### config.mk
export PLATFORM = sky130hd
export DESIGN_NAME = top_n_score_table_core_flat
export DESIGN_NICKNAME = d
export VERILOG_FILES = /design/src/sv/tnst_pkg.sv /design/src/sv/tnst_in_if.sv /design/src/sv/tnst_out_if.sv /design/src/sv/tnst_ram.sv /design/src/sv/top_n_score_table_core.sv /design/src/flat_wrapper.sv
export VERILOG_INCLUDE_DIRS = /design/src /design/src/sv
export SDC_FILE = /design/constraint.sdc
export NUM_CORES = 2
export LEC_CHECK = 0
export ABC_AREA = 1
export BUFFER_PORTS_ARGS = -buffer_cell sky130_fd_sc_hd__buf_2
export CAP_MARGIN = 25
export CORE_MARGIN = 3
export CORE_UTILIZATION = 63
export CTS_CLUSTER_DIAMETER = 50
export CTS_CLUSTER_SIZE = 25
export DETAILED_ROUTE_END_ITERATION = 10
export PLACE_DENSITY_LB_ADDON = 0.25
export SLEW_MARGIN = 20
export SYNTH_ARGS = -nofsm -noshare
export SYNTH_HDL_FRONTEND = slang
export SYNTH_SLANG_ARGS = --single-unit
### constraint.sdc
create_clock -name clk -period 7.5 [get_ports clk]
set_input_delay 0.75 -clock clk [delete_from_list [all_inputs] [get_ports clk]]
set_output_delay 0.75 -clock clk [all_outputs]
set_load 0.02 [all_outputs]
### src/sv/top_n_score_table_core_assert.svh
// ----------------------------------------------------------------------------
// top_n_score_table_core_assert.svh
// Assertion macros used by the score table core.
// ----------------------------------------------------------------------------
`ifndef TOP_N_SCORE_TABLE_CORE_ASSERT_SVH
`define TOP_N_SCORE_TABLE_CORE_ASSERT_SVH

// Same-cycle implication, disabled while in reset.
`define TNST_AST_IMPL(label, ante, cons, msg) \
  label: assert property (@(posedge clk) disable iff (!rst_n) (ante) |-> (cons)) \
    else $error(msg);

// Next-cycle implication, disabled while in reset.
`define TNST_AST_NEXT(label, ante, cons, msg) \
  label: assert property (@(posedge clk) disable iff (!rst_n) (ante) |=> (cons)) \
    else $error(msg);

`endif

### src/sv/tnst_pkg.sv
// ----------------------------------------------------------------------------
// tnst_pkg
// Widths, entry type and sequencer states of the top-N score table.
// ----------------------------------------------------------------------------
`default_nettype none

package tnst_pkg;

  localparam int DEPTH   = 32;
  localparam int ADDR_W  = $clog2(DEPTH);
  localparam int CNT_W   = $clog2(DEPTH + 1);

  localparam int OWNER_W = 32;
  localparam int ITEM_W  = 16;
  localparam int SCORE_W = 32;
  localparam int RANK_W  = 5;
  localparam int COUNT_W = 6;

  localparam logic ACT_OFFER = 1'b0;
  localparam logic ACT_READ  = 1'b1;

  typedef logic [ADDR_W-1:0] addr_t;
  typedef logic [CNT_W-1:0]  cnt_t;

  typedef struct packed {
    logic [OWNER_W-1:0] owner;
    logic [ITEM_W-1:0]  item;
    logic [SCORE_W-1:0] score;
  } entry_t;

  localparam int ENTRY_W = $bits(entry_t);

  typedef enum logic [6:0] {
    ST_IDLE   = 7'b0000001,
    ST_RDATA  = 7'b0000010,
    ST_SCAN   = 7'b0000100,
    ST_DECIDE = 7'b0001000,
    ST_SHIFT  = 7'b0010000,
    ST_WRITE  = 7'b0100000,
    ST_RESP   = 7'b1000000
  } state_t;

endpackage

`default_nettype wire

### src/sv/tnst_in_if.sv
// ----------------------------------------------------------------------------
// tnst_in_if
// Request channel of the score table: offers and rank reads.
// ----------------------------------------------------------------------------
`default_nettype none

interface tnst_in_if;
  logic                         valid;
  logic                         ready;
  logic                         action;
  logic [tnst_pkg::OWNER_W-1:0] owner_id;
  logic [tnst_pkg::ITEM_W-1:0]  item_code;
  logic [tnst_pkg::SCORE_W-1:0] score;
  logic                         privileged;
  logic                         qualifies;
  logic [tnst_pkg::RANK_W-1:0]  rank_index;

  modport source (
    output valid, action, owner_id, item_code, score, privileged, qualifies, rank_index,
    input  ready
  );

  modport sink (
    input  valid, action, owner_id, item_code, score, privileged, qualifies, rank_index,
    output ready
  );
endinterface

`default_nettype wire

### src/sv/tnst_out_if.sv
// ----------------------------------------------------------------------------
// tnst_out_if
// Result channel of the score table: one result per request.
// ----------------------------------------------------------------------------
`default_nettype none

interface tnst_out_if;
  logic                         valid;
  logic                         ready;
  logic                         accepted;
  logic                         entry_valid;
  logic [tnst_pkg::OWNER_W-1:0] entry_owner;
  logic [tnst_pkg::ITEM_W-1:0]  entry_item;
  logic [tnst_pkg::SCORE_W-1:0] entry_score;
  logic [tnst_pkg::COUNT_W-1:0] entry_count;
  logic [tnst_pkg::OWNER_W-1:0] top_owner;

  modport source (
    output valid, accepted, entry_valid, entry_owner, entry_item, entry_score,
           entry_count, top_owner,
    input  ready
  );

  modport sink (
    input  valid, accepted, entry_valid, entry_owner, entry_item, entry_score,
           entry_count, top_owner,
    output ready
  );
endinterface

`default_nettype wire

### src/sv/tnst_ram.sv
// ----------------------------------------------------------------------------
// tnst_ram
// Generic simple dual-port RAM: one write port, one registered read port.
// ----------------------------------------------------------------------------
`default_nettype none

module tnst_ram #(
  parameter  int WIDTH = 8,
  parameter  int DEPTH = 2,
  localparam int AW    = $clog2(DEPTH)
) (
  input  wire logic             clk,
  input  wire logic             we,
  input  wire logic [AW-1:0]    waddr,
  input  wire logic [WIDTH-1:0] wdata,
  input  wire logic [AW-1:0]    raddr,
  output logic      [WIDTH-1:0] rdata
);

  logic [WIDTH-1:0] mem [DEPTH];

  always_ff @(posedge clk) begin
    if (we) begin
      mem[waddr] <= wdata;
    end
    rdata <= mem[raddr];
  end

endmodule

`default_nettype wire

### src/sv/top_n_score_table_core.sv
// ----------------------------------------------------------------------------
// top_n_score_table_core
// Leaderboard of up to DEPTH (owner, item, score) entries in descending
// score order, held in one RAM and maintained by a small sequencer.
//
// in_req carries one request: an offer (action 0) or a read of a rank
// (action 1). out_rsp returns exactly one result per request, in order.
// A read passes through ST_RDATA and ST_RESP to the result register; a read
// past the count or a privileged or non-qualifying offer goes straight to
// ST_RESP. Any other offer scans the table through the RAM read port, one
// entry per cycle, then moves the entries between the old and new place one
// per cycle and, if it is taken, writes the offer. The RAM read port and the
// single score/owner comparator set that pace.
// in_req.ready is high only while the sequencer is idle, which it is again
// once each result is loaded. The result register lets a new request
// start while the last result still waits; a finished request holds in a wait
// state while out_rsp stalls. Synchronous reset empties the table at once.
// ----------------------------------------------------------------------------
`default_nettype none

`include "top_n_score_table_core_assert.svh"

module top_n_score_table_core (
  input  wire logic   clk,
  input  wire logic   rst_n,
  tnst_in_if.sink     in_req,
  tnst_out_if.source  out_rsp
);

  tnst_pkg::state_t state_r, state_nxt;
  tnst_pkg::cnt_t   cnt_r, cnt_nxt;

  // offer under work and its scan results
  tnst_pkg::entry_t new_r, new_nxt;
  logic             found_r, found_nxt;
  tnst_pkg::addr_t  rem_r, rem_nxt;
  tnst_pkg::cnt_t   pos_r, pos_nxt;
  logic             append_r, append_nxt;

  // read issue sequencer, shared by scan and shift
  logic             iss_on_r, iss_on_nxt;
  logic             iss_down_r, iss_down_nxt;
  tnst_pkg::addr_t  iss_idx_r, iss_idx_nxt;
  tnst_pkg::addr_t  iss_last_r, iss_last_nxt;
  logic             rd_vld_r, rd_vld_nxt;
  tnst_pkg::addr_t  rd_idx_r, rd_idx_nxt;

  logic [tnst_pkg::OWNER_W-1:0] top_owner_r, top_owner_nxt;

  // pending result
  logic             res_acc_r, res_acc_nxt;
  logic             res_vld_r, res_vld_nxt;
  tnst_pkg::entry_t res_entry_r, res_entry_nxt;

  // output register
  logic                         out_valid_r, out_valid_nxt;
  logic                         out_acc_r, out_acc_nxt;
  logic                         out_vld_r, out_vld_nxt;
  tnst_pkg::entry_t             out_entry_r, out_entry_nxt;
  logic [tnst_pkg::COUNT_W-1:0] out_count_r, out_count_nxt;
  logic [tnst_pkg::OWNER_W-1:0] out_top_r, out_top_nxt;

  // RAM ports
  logic             ram_we;
  tnst_pkg::addr_t  ram_waddr;
  tnst_pkg::entry_t ram_wdata;
  tnst_pkg::addr_t  ram_raddr;
  tnst_pkg::entry_t ram_rdata;

  // compare unit
  logic owner_eq, score_ge, score_gt;

  logic [tnst_pkg::CNT_W+tnst_pkg::RANK_W-1:0] rank_wide, cnt_rank_wide;
  logic                                         rank_ok;
  logic [tnst_pkg::CNT_W+tnst_pkg::COUNT_W-1:0] cnt_out_wide;
  tnst_pkg::cnt_t                               cnt_m1;

  tnst_ram #(
    .WIDTH (tnst_pkg::ENTRY_W),
    .DEPTH (tnst_pkg::DEPTH)
  ) u_ram (
    .clk   (clk),
    .we    (ram_we),
    .waddr (ram_waddr),
    .wdata (ram_wdata),
    .raddr (ram_raddr),
    .rdata (ram_rdata)
  );

  assign owner_eq = (ram_rdata.owner == new_r.owner);
  assign score_ge = (ram_rdata.score >= new_r.score);
  assign score_gt = score_ge && (ram_rdata.score != new_r.score);

  assign rank_wide     = {{tnst_pkg::CNT_W{1'b0}}, in_req.rank_index};
  assign cnt_rank_wide = {{tnst_pkg::RANK_W{1'b0}}, cnt_r};
  assign rank_ok       = (rank_wide < cnt_rank_wide);
  assign cnt_out_wide  = {{tnst_pkg::COUNT_W{1'b0}}, cnt_r};
  assign cnt_m1        = cnt_r - tnst_pkg::cnt_t'(1);

  assign in_req.ready        = (state_r == tnst_pkg::ST_IDLE);
  assign out_rsp.valid       = out_valid_r;
  assign out_rsp.accepted    = out_acc_r;
  assign out_rsp.entry_valid = out_vld_r;
  assign out_rsp.entry_owner = out_entry_r.owner;
  assign out_rsp.entry_item  = out_entry_r.item;
  assign out_rsp.entry_score = out_entry_r.score;
  assign out_rsp.entry_count = out_count_r;
  assign out_rsp.top_owner   = out_top_r;

  always_comb begin
    tnst_pkg::addr_t rem_sel;
    tnst_pkg::addr_t pos_a;
    logic            take;

    state_nxt     = state_r;
    cnt_nxt       = cnt_r;
    new_nxt       = new_r;
    found_nxt     = found_r;
    rem_nxt       = rem_r;
    pos_nxt       = pos_r;
    append_nxt    = append_r;
    iss_on_nxt    = iss_on_r;
    iss_down_nxt  = iss_down_r;
    iss_idx_nxt   = iss_idx_r;
    iss_last_nxt  = iss_last_r;
    rd_vld_nxt    = 1'b0;
    rd_idx_nxt    = rd_idx_r;
    res_acc_nxt   = res_acc_r;
    res_vld_nxt   = res_vld_r;
    res_entry_nxt = res_entry_r;
    out_valid_nxt = out_valid_r && !out_rsp.ready;
    out_acc_nxt   = out_acc_r;
    out_vld_nxt   = out_vld_r;
    out_entry_nxt = out_entry_r;
    out_count_nxt = out_count_r;
    out_top_nxt   = out_top_r;
    ram_we        = 1'b0;
    ram_waddr     = rem_r;
    ram_wdata     = ram_rdata;
    ram_raddr     = iss_idx_r;
    rem_sel       = rem_r;
    pos_a         = pos_r[tnst_pkg::ADDR_W-1:0];
    take          = 1'b1;

    // issue one RAM read per cycle while the sequencer runs
    if (iss_on_r) begin
      rd_vld_nxt = 1'b1;
      rd_idx_nxt = iss_idx_r;
      if (iss_idx_r == iss_last_r) begin
        iss_on_nxt = 1'b0;
      end else if (iss_down_r) begin
        iss_idx_nxt = iss_idx_r - tnst_pkg::addr_t'(1);
      end else begin
        iss_idx_nxt = iss_idx_r + tnst_pkg::addr_t'(1);
      end
    end

    unique case (state_r)
      tnst_pkg::ST_IDLE: begin
        if (in_req.valid) begin
          res_acc_nxt   = 1'b0;
          res_vld_nxt   = 1'b0;
          res_entry_nxt = '0;
          if (in_req.action == tnst_pkg::ACT_READ) begin
            if (rank_ok) begin
              ram_raddr = rank_wide[tnst_pkg::ADDR_W-1:0];
              state_nxt = tnst_pkg::ST_RDATA;
            end else begin
              state_nxt = tnst_pkg::ST_RESP;
            end
          end else if (in_req.privileged || !in_req.qualifies) begin
            state_nxt = tnst_pkg::ST_RESP;
          end else begin
            new_nxt.owner = in_req.owner_id;
            new_nxt.item  = in_req.item_code;
            new_nxt.score = in_req.score;
            found_nxt     = 1'b0;
            pos_nxt       = '0;
            iss_on_nxt    = (cnt_r != '0);
            iss_down_nxt  = 1'b0;
            iss_idx_nxt   = '0;
            iss_last_nxt  = cnt_m1[tnst_pkg::ADDR_W-1:0];
            state_nxt     = tnst_pkg::ST_SCAN;
          end
        end
      end

      tnst_pkg::ST_RDATA: begin
        res_vld_nxt   = 1'b1;
        res_entry_nxt = ram_rdata;
        state_nxt     = tnst_pkg::ST_RESP;
      end

      tnst_pkg::ST_SCAN: begin
        // count entries that stay ahead: ties ahead of the owner's old slot
        // stay ahead, ties behind it stay behind
        if (rd_vld_r) begin
          if (!found_r && owner_eq) begin
            found_nxt = 1'b1;
            rem_nxt   = rd_idx_r;
          end else if (found_r ? score_gt : score_ge) begin
            pos_nxt = pos_r + tnst_pkg::cnt_t'(1);
          end
        end
        if (!iss_on_r && !rd_vld_r) begin
          state_nxt = tnst_pkg::ST_DECIDE;
        end
      end

      tnst_pkg::ST_DECIDE: begin
        if (found_r) begin
          append_nxt = 1'b0;
          rem_sel    = rem_r;
        end else if (cnt_r < tnst_pkg::cnt_t'(tnst_pkg::DEPTH)) begin
          append_nxt = 1'b1;
          rem_sel    = cnt_r[tnst_pkg::ADDR_W-1:0];
        end else if (pos_r < tnst_pkg::cnt_t'(tnst_pkg::DEPTH)) begin
          // full: evict the last entry
          append_nxt = 1'b0;
          rem_sel    = tnst_pkg::addr_t'(tnst_pkg::DEPTH - 1);
        end else begin
          take = 1'b0;
        end
        rem_nxt = rem_sel;
        if (!take) begin
          state_nxt = tnst_pkg::ST_RESP;
        end else if (pos_a < rem_sel) begin
          iss_on_nxt   = 1'b1;
          iss_down_nxt = 1'b1;
          iss_idx_nxt  = rem_sel - tnst_pkg::addr_t'(1);
          iss_last_nxt = pos_a;
          state_nxt    = tnst_pkg::ST_SHIFT;
        end else if (pos_a > rem_sel) begin
          iss_on_nxt   = 1'b1;
          iss_down_nxt = 1'b0;
          iss_idx_nxt  = rem_sel + tnst_pkg::addr_t'(1);
          iss_last_nxt = pos_a;
          state_nxt    = tnst_pkg::ST_SHIFT;
        end else begin
          state_nxt = tnst_pkg::ST_WRITE;
        end
      end

      tnst_pkg::ST_SHIFT: begin
        if (rd_vld_r) begin
          ram_we    = 1'b1;
          ram_waddr = iss_down_r ? rd_idx_r + tnst_pkg::addr_t'(1)
                                 : rd_idx_r - tnst_pkg::addr_t'(1);
          ram_wdata = ram_rdata;
        end
        if (!iss_on_r && !rd_vld_r) begin
          state_nxt = tnst_pkg::ST_WRITE;
        end
      end

      tnst_pkg::ST_WRITE: begin
        ram_we      = 1'b1;
        ram_waddr   = pos_a;
        ram_wdata   = new_r;
        res_acc_nxt = 1'b1;
        if (append_r) begin
          cnt_nxt = cnt_r + tnst_pkg::cnt_t'(1);
        end
        state_nxt = tnst_pkg::ST_RESP;
      end

      tnst_pkg::ST_RESP: begin
        // hold until the result register is free
        if (!out_valid_r || out_rsp.ready) begin
          out_valid_nxt = 1'b1;
          out_acc_nxt   = res_acc_r;
          out_vld_nxt   = res_vld_r;
          out_entry_nxt = res_entry_r;
          out_count_nxt = cnt_out_wide[tnst_pkg::COUNT_W-1:0];
          out_top_nxt   = (cnt_r != '0) ? top_owner_r : '0;
          state_nxt     = tnst_pkg::ST_IDLE;
        end
      end

      default: begin
        state_nxt = tnst_pkg::ST_IDLE;
      end
    endcase

    top_owner_nxt = top_owner_r;
    if (ram_we && (ram_waddr == '0)) begin
      top_owner_nxt = ram_wdata.owner;
    end
  end

  always_ff @(posedge clk) begin
    if (!rst_n) begin
      state_r     <= tnst_pkg::ST_IDLE;
      cnt_r       <= '0;
      iss_on_r    <= 1'b0;
      rd_vld_r    <= 1'b0;
      out_valid_r <= 1'b0;
    end else begin
      state_r     <= state_nxt;
      cnt_r       <= cnt_nxt;
      iss_on_r    <= iss_on_nxt;
      rd_vld_r    <= rd_vld_nxt;
      out_valid_r <= out_valid_nxt;
    end
  end

  always_ff @(posedge clk) begin
    new_r       <= new_nxt;
    found_r     <= found_nxt;
    rem_r       <= rem_nxt;
    pos_r       <= pos_nxt;
    append_r    <= append_nxt;
    iss_down_r  <= iss_down_nxt;
    iss_idx_r   <= iss_idx_nxt;
    iss_last_r  <= iss_last_nxt;
    rd_idx_r    <= rd_idx_nxt;
    top_owner_r <= top_owner_nxt;
    res_acc_r   <= res_acc_nxt;
    res_vld_r   <= res_vld_nxt;
    res_entry_r <= res_entry_nxt;
    out_acc_r   <= out_acc_nxt;
    out_vld_r   <= out_vld_nxt;
    out_entry_r <= out_entry_nxt;
    out_count_r <= out_count_nxt;
    out_top_r   <= out_top_nxt;
  end

  `TNST_AST_IMPL(a_cnt_bound, 1'b1, cnt_r <= tnst_pkg::cnt_t'(tnst_pkg::DEPTH),
                 "count beyond depth")
  `TNST_AST_NEXT(a_cnt_write_only, state_r != tnst_pkg::ST_WRITE, $stable(cnt_r),
                 "count moved outside write")
  `TNST_AST_IMPL(a_we_state, ram_we,
                 (state_r == tnst_pkg::ST_SHIFT) || (state_r == tnst_pkg::ST_WRITE),
                 "RAM write outside shift or write")
  `TNST_AST_IMPL(a_rd_state, rd_vld_r,
                 (state_r == tnst_pkg::ST_SCAN) || (state_r == tnst_pkg::ST_SHIFT),
                 "read data pending outside scan or shift")

endmodule

`default_nettype wire

### src/flat_wrapper.sv
// flat-port wrapper written by rule: the top's interface ports become plain ports
module top_n_score_table_core_flat 
  (clk, rst_n, in_req_valid, in_req_action, in_req_owner_id, in_req_item_code, in_req_score, in_req_privileged, in_req_qualifies, in_req_rank_index, in_req_ready, out_rsp_valid, out_rsp_accepted, out_rsp_entry_valid, out_rsp_entry_owner, out_rsp_entry_item, out_rsp_entry_score, out_rsp_entry_count, out_rsp_top_owner, out_rsp_ready);
  tnst_in_if in_req_i ();
  tnst_out_if out_rsp_i ();
  input  wire logic clk;
  input  wire logic rst_n;
  input wire logic [$bits(in_req_i.valid)-1:0] in_req_valid;
  input wire logic [$bits(in_req_i.action)-1:0] in_req_action;
  input wire logic [$bits(in_req_i.owner_id)-1:0] in_req_owner_id;
  input wire logic [$bits(in_req_i.item_code)-1:0] in_req_item_code;
  input wire logic [$bits(in_req_i.score)-1:0] in_req_score;
  input wire logic [$bits(in_req_i.privileged)-1:0] in_req_privileged;
  input wire logic [$bits(in_req_i.qualifies)-1:0] in_req_qualifies;
  input wire logic [$bits(in_req_i.rank_index)-1:0] in_req_rank_index;
  output wire logic [$bits(in_req_i.ready)-1:0] in_req_ready;
  output wire logic [$bits(out_rsp_i.valid)-1:0] out_rsp_valid;
  output wire logic [$bits(out_rsp_i.accepted)-1:0] out_rsp_accepted;
  output wire logic [$bits(out_rsp_i.entry_valid)-1:0] out_rsp_entry_valid;
  output wire logic [$bits(out_rsp_i.entry_owner)-1:0] out_rsp_entry_owner;
  output wire logic [$bits(out_rsp_i.entry_item)-1:0] out_rsp_entry_item;
  output wire logic [$bits(out_rsp_i.entry_score)-1:0] out_rsp_entry_score;
  output wire logic [$bits(out_rsp_i.entry_count)-1:0] out_rsp_entry_count;
  output wire logic [$bits(out_rsp_i.top_owner)-1:0] out_rsp_top_owner;
  input wire logic [$bits(out_rsp_i.ready)-1:0] out_rsp_ready;
  assign in_req_i.valid = in_req_valid;
  assign in_req_i.action = in_req_action;
  assign in_req_i.owner_id = in_req_owner_id;
  assign in_req_i.item_code = in_req_item_code;
  assign in_req_i.score = in_req_score;
  assign in_req_i.privileged = in_req_privileged;
  assign in_req_i.qualifies = in_req_qualifies;
  assign in_req_i.rank_index = in_req_rank_index;
  assign in_req_ready = in_req_i.ready;
  assign out_rsp_valid = out_rsp_i.valid;
  assign out_rsp_accepted = out_rsp_i.accepted;
  assign out_rsp_entry_valid = out_rsp_i.entry_valid;
  assign out_rsp_entry_owner = out_rsp_i.entry_owner;
  assign out_rsp_entry_item = out_rsp_i.entry_item;
  assign out_rsp_entry_score = out_rsp_i.entry_score;
  assign out_rsp_entry_count = out_rsp_i.entry_count;
  assign out_rsp_top_owner = out_rsp_i.top_owner;
  assign out_rsp_i.ready = out_rsp_ready;
  top_n_score_table_core u_core (.clk(clk), .rst_n(rst_n), .in_req(in_req_i), .out_rsp(out_rsp_i));
endmodule
# [After elaboration in Yosys (flattened, before gate mapping)]
# Memories as Yosys holds them, arrays and structs flattened. A register that Yosys moved wholly into a read port is not among the register bits.
# Cells that the tools add are included.
[op_classes] n_mux=88 n_bitwise=2 magnitude_cmp=6 add_sub_neg=9 eq_ne=22 reduce_logical=33
[op_table] op="$mux W80" n=2
[op_table] op="$pmux W80 S2" n=1
[op_table] op="$mux W5" n=27
[op_table] op="$mux W7" n=9
[op_table] op="$mux W6" n=7
[op_table] op="$pmux W7 S6" n=1
[op_table] op="$pmux W5 S2" n=4
[op_table] op="$eq A32 B32 Y1" n=1
[op_table] op="$ge A32 B32 Y1" n=1
[op_table] op="$ne A32 B32 Y1" n=1
[op_table] op="$mux W1" n=30
[op_table] op="$sub A5 B1 Y5 const B" n=4
[op_table] op="$add A5 B1 Y5 const B" n=3
[op_table] op="$ne A2 B1 Y1 const B" n=7
[op_table] op="$add A6 B1 Y6 const B" n=2
[op_table] op="$lt A6 B6 Y1 const B" n=2
[op_table] op="$pmux W1 S2" n=6
[op_table] op="$pmux W6 S2" n=1
[op_table] op="$reduce_and A6 Y1" n=2
[op_table] op="$reduce_and A2 Y1" n=5
[op_table] op="$reduce_bool A2 Y1" n=5
[op_table] op="$ne A2 B2 Y1 const B" n=4
[op_table] op="$reduce_and A4 Y1" n=2
[op_table] op="$eq A7 B1 Y1 const B" n=1
[op_table] op="21 further kinds" n=32
[word_totals] out_inout_bits=122 word_cells=190 ram_bits=2560 mem_count=1 inputBits=92 ff_bits=359
[memory_table] memory="u_core.u_ram.mem" depth=32 width=80 rd=1 rd_ports_with_merged_regs=1 wr=1 line_no="tnst_ram.sv:20" source="logic [WIDTH-1:0] mem [DEPTH];"

# [Depth between registers and ports, before layout]
[logic_depth] ltp_word=10 depth_mapped=18 depth_no_buf=16

# [Hierarchy]
# A second synthesis with hierarchy kept.
[hier_totals] hier_cells=9810 hier_area_um2=119189.3
[by_module_without_submodules] mod="tnst_ram" cells_each=8450 area_each_um2=103574.3 seq_area_each_um2=78475.3 instances=1
[by_module_without_submodules] mod="top_n_score_table_core" cells_each=1360 area_each_um2=15615.0 seq_area_each_um2=10570.1 instances=1

# [Least setup slack after synthesis]
# OpenSTA, ideal clock, no wires.
[synth_path] kind="reg-to-reg" start="register u_core.state_r[2]" end="register u_core.out_acc_r, in the netlist u_core.out_rsp.accepted, enable pin" period_less_slack_ns=6.461 setup_slack_ns=1.039 arrival_ns=5.861 path_buffers=0 setup_time_ns=0.600 path_stages_with_launch=10 required_time_ns=6.900 cell_sequence="dfxtp_1 inv_2 nand2_1 inv_1 nand2_1 inv_1 nand2_1 nor3_1 inv_1 nor2_1"
[synth_via] elab_chain_cells=2
[synth_rtl] element="start, declared" line_no="top_n_score_table_core.sv:30" source="tnst_pkg::state_t state_r, state_nxt;"
[synth_rtl] element="start signal, assigned" line_no="top_n_score_table_core.sv:293" source="state_r <= tnst_pkg::ST_IDLE;"
[synth_rtl] element="start signal, assigned" line_no="top_n_score_table_core.sv:299" source="state_r <= state_nxt;"
[synth_rtl] element="$eq A7 B7 Y1" line_no="top_n_score_table_core.sv:158" source="unique case (state_r)"
[synth_rtl] element="$reduce_and A2 Y1 (no source line)"
[synth_rtl] element="end signal, assigned" line_no="top_n_score_table_core.sv:321" source="out_acc_r <= out_acc_nxt;"
[synth_rtl] element="end, declared" line_no="top_n_score_table_core.sv:57" source="logic out_acc_r, out_acc_nxt;"
# Every way passes these cells.
# A chain may end at the register's enable or synchronous reset.

# [Worst setup path in the final report]
[layout_path] start="register u_core.state_r[2]" end="memory u_core.u_ram.mem[19][45] (netlist bit), enable pin"
[layout_via] elab_chain_cells=4 word_cells_on_any_way=6 cone_classes="2 x eq/ne; 4 x mux"
[layout_rtl] element="$eq A7 B6 Y1 / $eq A7 B5 Y1 (equally long branches)" line_no="top_n_score_table_core.sv:158"
[layout_rtl] element="$pmux W1 S2" line_no="top_n_score_table_core.sv:158"
[layout_rtl] element="$mux W1" line_no="tnst_ram.sv:23" source="if (we) begin"
[layout_rtl] element="$mux W1 (implied by the code)" line_no="tnst_ram.sv:24" source="mem[waddr] <= wdata;"
[layout_rtl] element="end, declared" line_no="tnst_ram.sv:20"
# Parallel ways exist; a longest one is shown, timed or not.

==> summary.md <==
| Metric | Value |
|---|---|
| Run status | finished clean |
| Die Area | between 0.15 and 0.2 mm^2 |
| Area grow syn2layout | 10.3% |
| CP Cell Sequence | inv_2 -> nand2_1 -> inv_1 -> nand2_1 -> nor3_1 -> inv_1 -> nor2_1 -> inv_1 -> o22ai_1 -> nand2_1 -> nor2_4 -> buf_4 |
| Startpoint Class | flop |
| Combinational power share | 19.1% |
| # DRC | 0 |
| Final setup vio count | 0 |
| Critical path type | flop to flop |
| Filler cell count | 12600 |
| Synth Register Bits | ~3000 |
| Antenna-violating nets left | 0 |
| H-tree depth | 4 |
| Internal power | 29.1 mW |
| Worst-path clk slew | 0.09 ns |
| Core Area | about 0.19 mm^2 |
| Top_reg_cell synth | edfxtp_1 |
| DRT Pass-1 Iters | 10 |
| CTS-repair resized insts | 0 |
| Area of the multi-input gates | approximately 0.027 mm^2 |
| Root buf cell | clkbuf_16 |
| Top post-synthesis cells by count | edfxtp_1, nand2_1, nand3_1 |
| Maximum vdd drop | 0.328 mV |
| FF/Latch Area | 0.0890 mm^2 |
| P_sw | 13.1 mW |
| Final cell count without fillers | 13100 |
| Worst Clk Skew | 0.0467 ns |
| Ys async rst share | 0% |
| Family with the most delay on the worst path | simple AND/OR/NAND/NOR gates |
| Skew-Pair Late Insertion Delay | roughly 0.89 ns |
| I/O Buffers | 213 |
| Initial antenna violation count | 2 |
| Detail Placement HPWL | 171000 um |
| Row count | 160 |
| Part of the Yosys area used for sequential elements | 73.2% |
| Die Y | 445 um |
| Clock share of power | 30.0% |
| YS warnings | 0 |
| Clock Sinks | 2999 |
| Average size of a mapped cell | 11.7 um^2 |
| Fin nets | 10600 |
| Net Sw Frac | 31.1% |
| GR Util All Layers | 34.5% |
| Cell count after synthesis | a little over 10000 |
| Synth area leader | edfxtp_1 |
| F_max | ~0.2 GHz |
| Die width | 445 um |
| Fin crit share | approximately two thirds |
| Post-synth top area share | 71.6% |
| Crit path DAT | between 5 and 6 ns |
| Drt first-iter violations | 14200 |
| Io pins | around 210 |
| CP max-delay cell | nor2_4 |
| Synthesized Nets | 10500 |
| WL per Instance | 26.4 um |
| Initial Util | between 60% and 70% |
| Hold WS | 0.0435 ns |
| CP bufs+invs | 5 |
| Leakage | 50.2 nW |
| Pin count of the biggest net entering global routing | 184 |
| Worst stage delay on the critical path | 1.03 ns |
| Relative slew slack | between 15 and 20% |
| Slew @ Worst Pin | 1.24 ns |
| Placer Congestion | 0.886 |
| Final worst slack | 2.42 ns |
| Setup_tns | 0 ns |
| Vias in the first global route | 79600 |
| CTS tree | done |
| Buffer depth of the longest clock path | 3 |
| PwrDens | 315 mW/mm^2 |
| Top post-synthesis cells by area | edfxtp_1, nand3_1, nand2_1 |
| CP required | roughly 8.0 ns |
| Tmin final | ~5.1 ns |
| Max-cap violations | 0 |
| Netlist cell types | 49 |
| Hold Path Class | primary input to flop |
| Most common cell in the netlist | edfxtp_1 |
| Place WS | 2.60 ns |
| Final WL | approximately 350000 um |
| Placed cells | between 10000 and 15000 |
| Share of cells above drive strength 1 | 8.68% |
| Final Core Density | 70.2% |
| Cts bufs inserted | approximately 210 |
| Grt ovf | 0 |
| RSZ-0062 raised after global routing | false |
| Sequential power share | 50.8% |
| Drt via density | 6.32 |
| Crit end category | flop |
| Global-route wire length before repair | 504000 um |
| DR vias | approximately 83000 |
| Critical Path Fanout Max | 36 |
| Synthesized area | 0.122 mm^2 |
| Slew Limit Fails | 0 |
| EDFF count, synth | slightly below 3000 |
| Hold Violations, Final | 0 |
## path summary, 6_finish.rpt
check,from,to,slack [ns],depth (start not counted)
hold / removal,in_req_owner_id[18],u_core.new_r[66],0.04,1
hold reg to reg,u_core.res_entry_r[44],u_core.out_rsp.entry_item[12],0.42,0
setup reg to reg,u_core.state_r[2],u_core.u_ram.mem[19][45],2.42,12
setup / recovery,u_core.state_r[2],u_core.u_ram.mem[19][45],2.42,12
## cells in the final DEF, fill, tap and decap left out, drive strengths merged, types with 54 or more instances in the layout
cell type,netlist,final
edfxtp,2898,2898
nand3,2548,2548
nand2,2812,2812
inv,897,998
a21oi,54,54
o21ai,123,123
buf,451,413
clkinv,1,62
dfxtp,101,101
clkbuf,140,222
nor2,168,168
## routing by layer
| metal | vias up | wire, um | GRT usage (%) |
|---|---|---|---|
| met3 | 1088 | 46700 | 6.96 |
| met1 | 39700 | 121000 | 46.6 |
| met2 | 6334 | 161000 | 54.4 |
| li1 | 35900 | - | - |
| met5 | - | 34 | 0 |
| met4 | 4 | 18800 | 16.8 |
## power groups by stage
stage	combinational, mW	sequential, mW	clock (mW)
after CTS	7.80	21.4	12.7
after global routing	8.70	21.5	13.4
after detailed placement	7.73	21.8	0
after global placement	7.39	21.8	0
final	8.08	21.5	12.7
after floorplan	4.82	21.8	0
## flip-flops by register name (all words and copies together) (netlist names), 5 cells and up
name	count
u_core.res_entry_r	80
u_core.out_rsp.entry_score	32
u_core.out_rsp.entry_owner	32
u_core.top_owner_r	32
u_core.out_rsp.entry_item	16
u_core.u_ram.mem	2560
u_core.rem_r	5
u_core.out_rsp.top_owner	32
u_core.iss_last_r	5
u_core.rd_idx_r	5
u_core.new_r	80
u_core.out_rsp.entry_count	6
u_core.pos_r	6
u_core.cnt_r	6
u_core.u_ram.rdata	80
u_core.state_r	7
u_core.iss_idx_r	5
## timing repair
action | CTS | global route
buffers inserted | 0 | 0
hold endpoints to repair | 42 | 0
endpoints found under the setup margin | 0 | 0
hold buffers | 42 | 0
## layout make-up
cell class | instances | area share [%]
sequential | 2999 | 66.4
multi-input combinational | 5866 | 20.2
clock buffer | 222 | 4.04
timing repair buffer | 455 | 2.73
inverter | 898 | 2.53
tap | 2511 | 2.34
clock inverter | 183 | 1.78
antenna | 3 | 0.00560
## per-stage QoR
stage          power (mW)  instance area (um^2)
2_1_floorplan        26.7                122000
3_3_place_gp         29.2                126000
3_5_place_dp         29.6                126000
4_1_cts              42.0                134000
5_1_grt              43.5                134000
6_report             42.2                134000
## cell families (layout without fill, tap and decap cells)
family | Yosys count | in the layout | share of synthesized area (%)
AO/OA/AOI/OAI | 204 | 204 | 0.904
XOR/XNOR | 32 | 32 | 0.231
adder cells (fa/ha/maj) | 52 | 52 | 0.547
buffers and inverters | 1489 | 1758 | 5.08
flip-flops | 2999 | 2999 | 73.2
other | 0 | 3 | 0
AND/OR/NAND/NOR | 5578 | 5578 | 20.0
## worst register-to-register path, cell delays in order, from the launching register on
cell and delay [ns]:
dfxtp_1 0.36, inv_2 0.09, nand2_1 0.09, inv_1 0.06
nand2_1 0.08, nor3_1 0.66, inv_1 0.25, nor2_1 0.19
inv_1 0.09, o22ai_1 0.26, nand2_1 0.52, nor2_4 1.03
buf_4 0.95
Power figures use the tool's default switching activity.
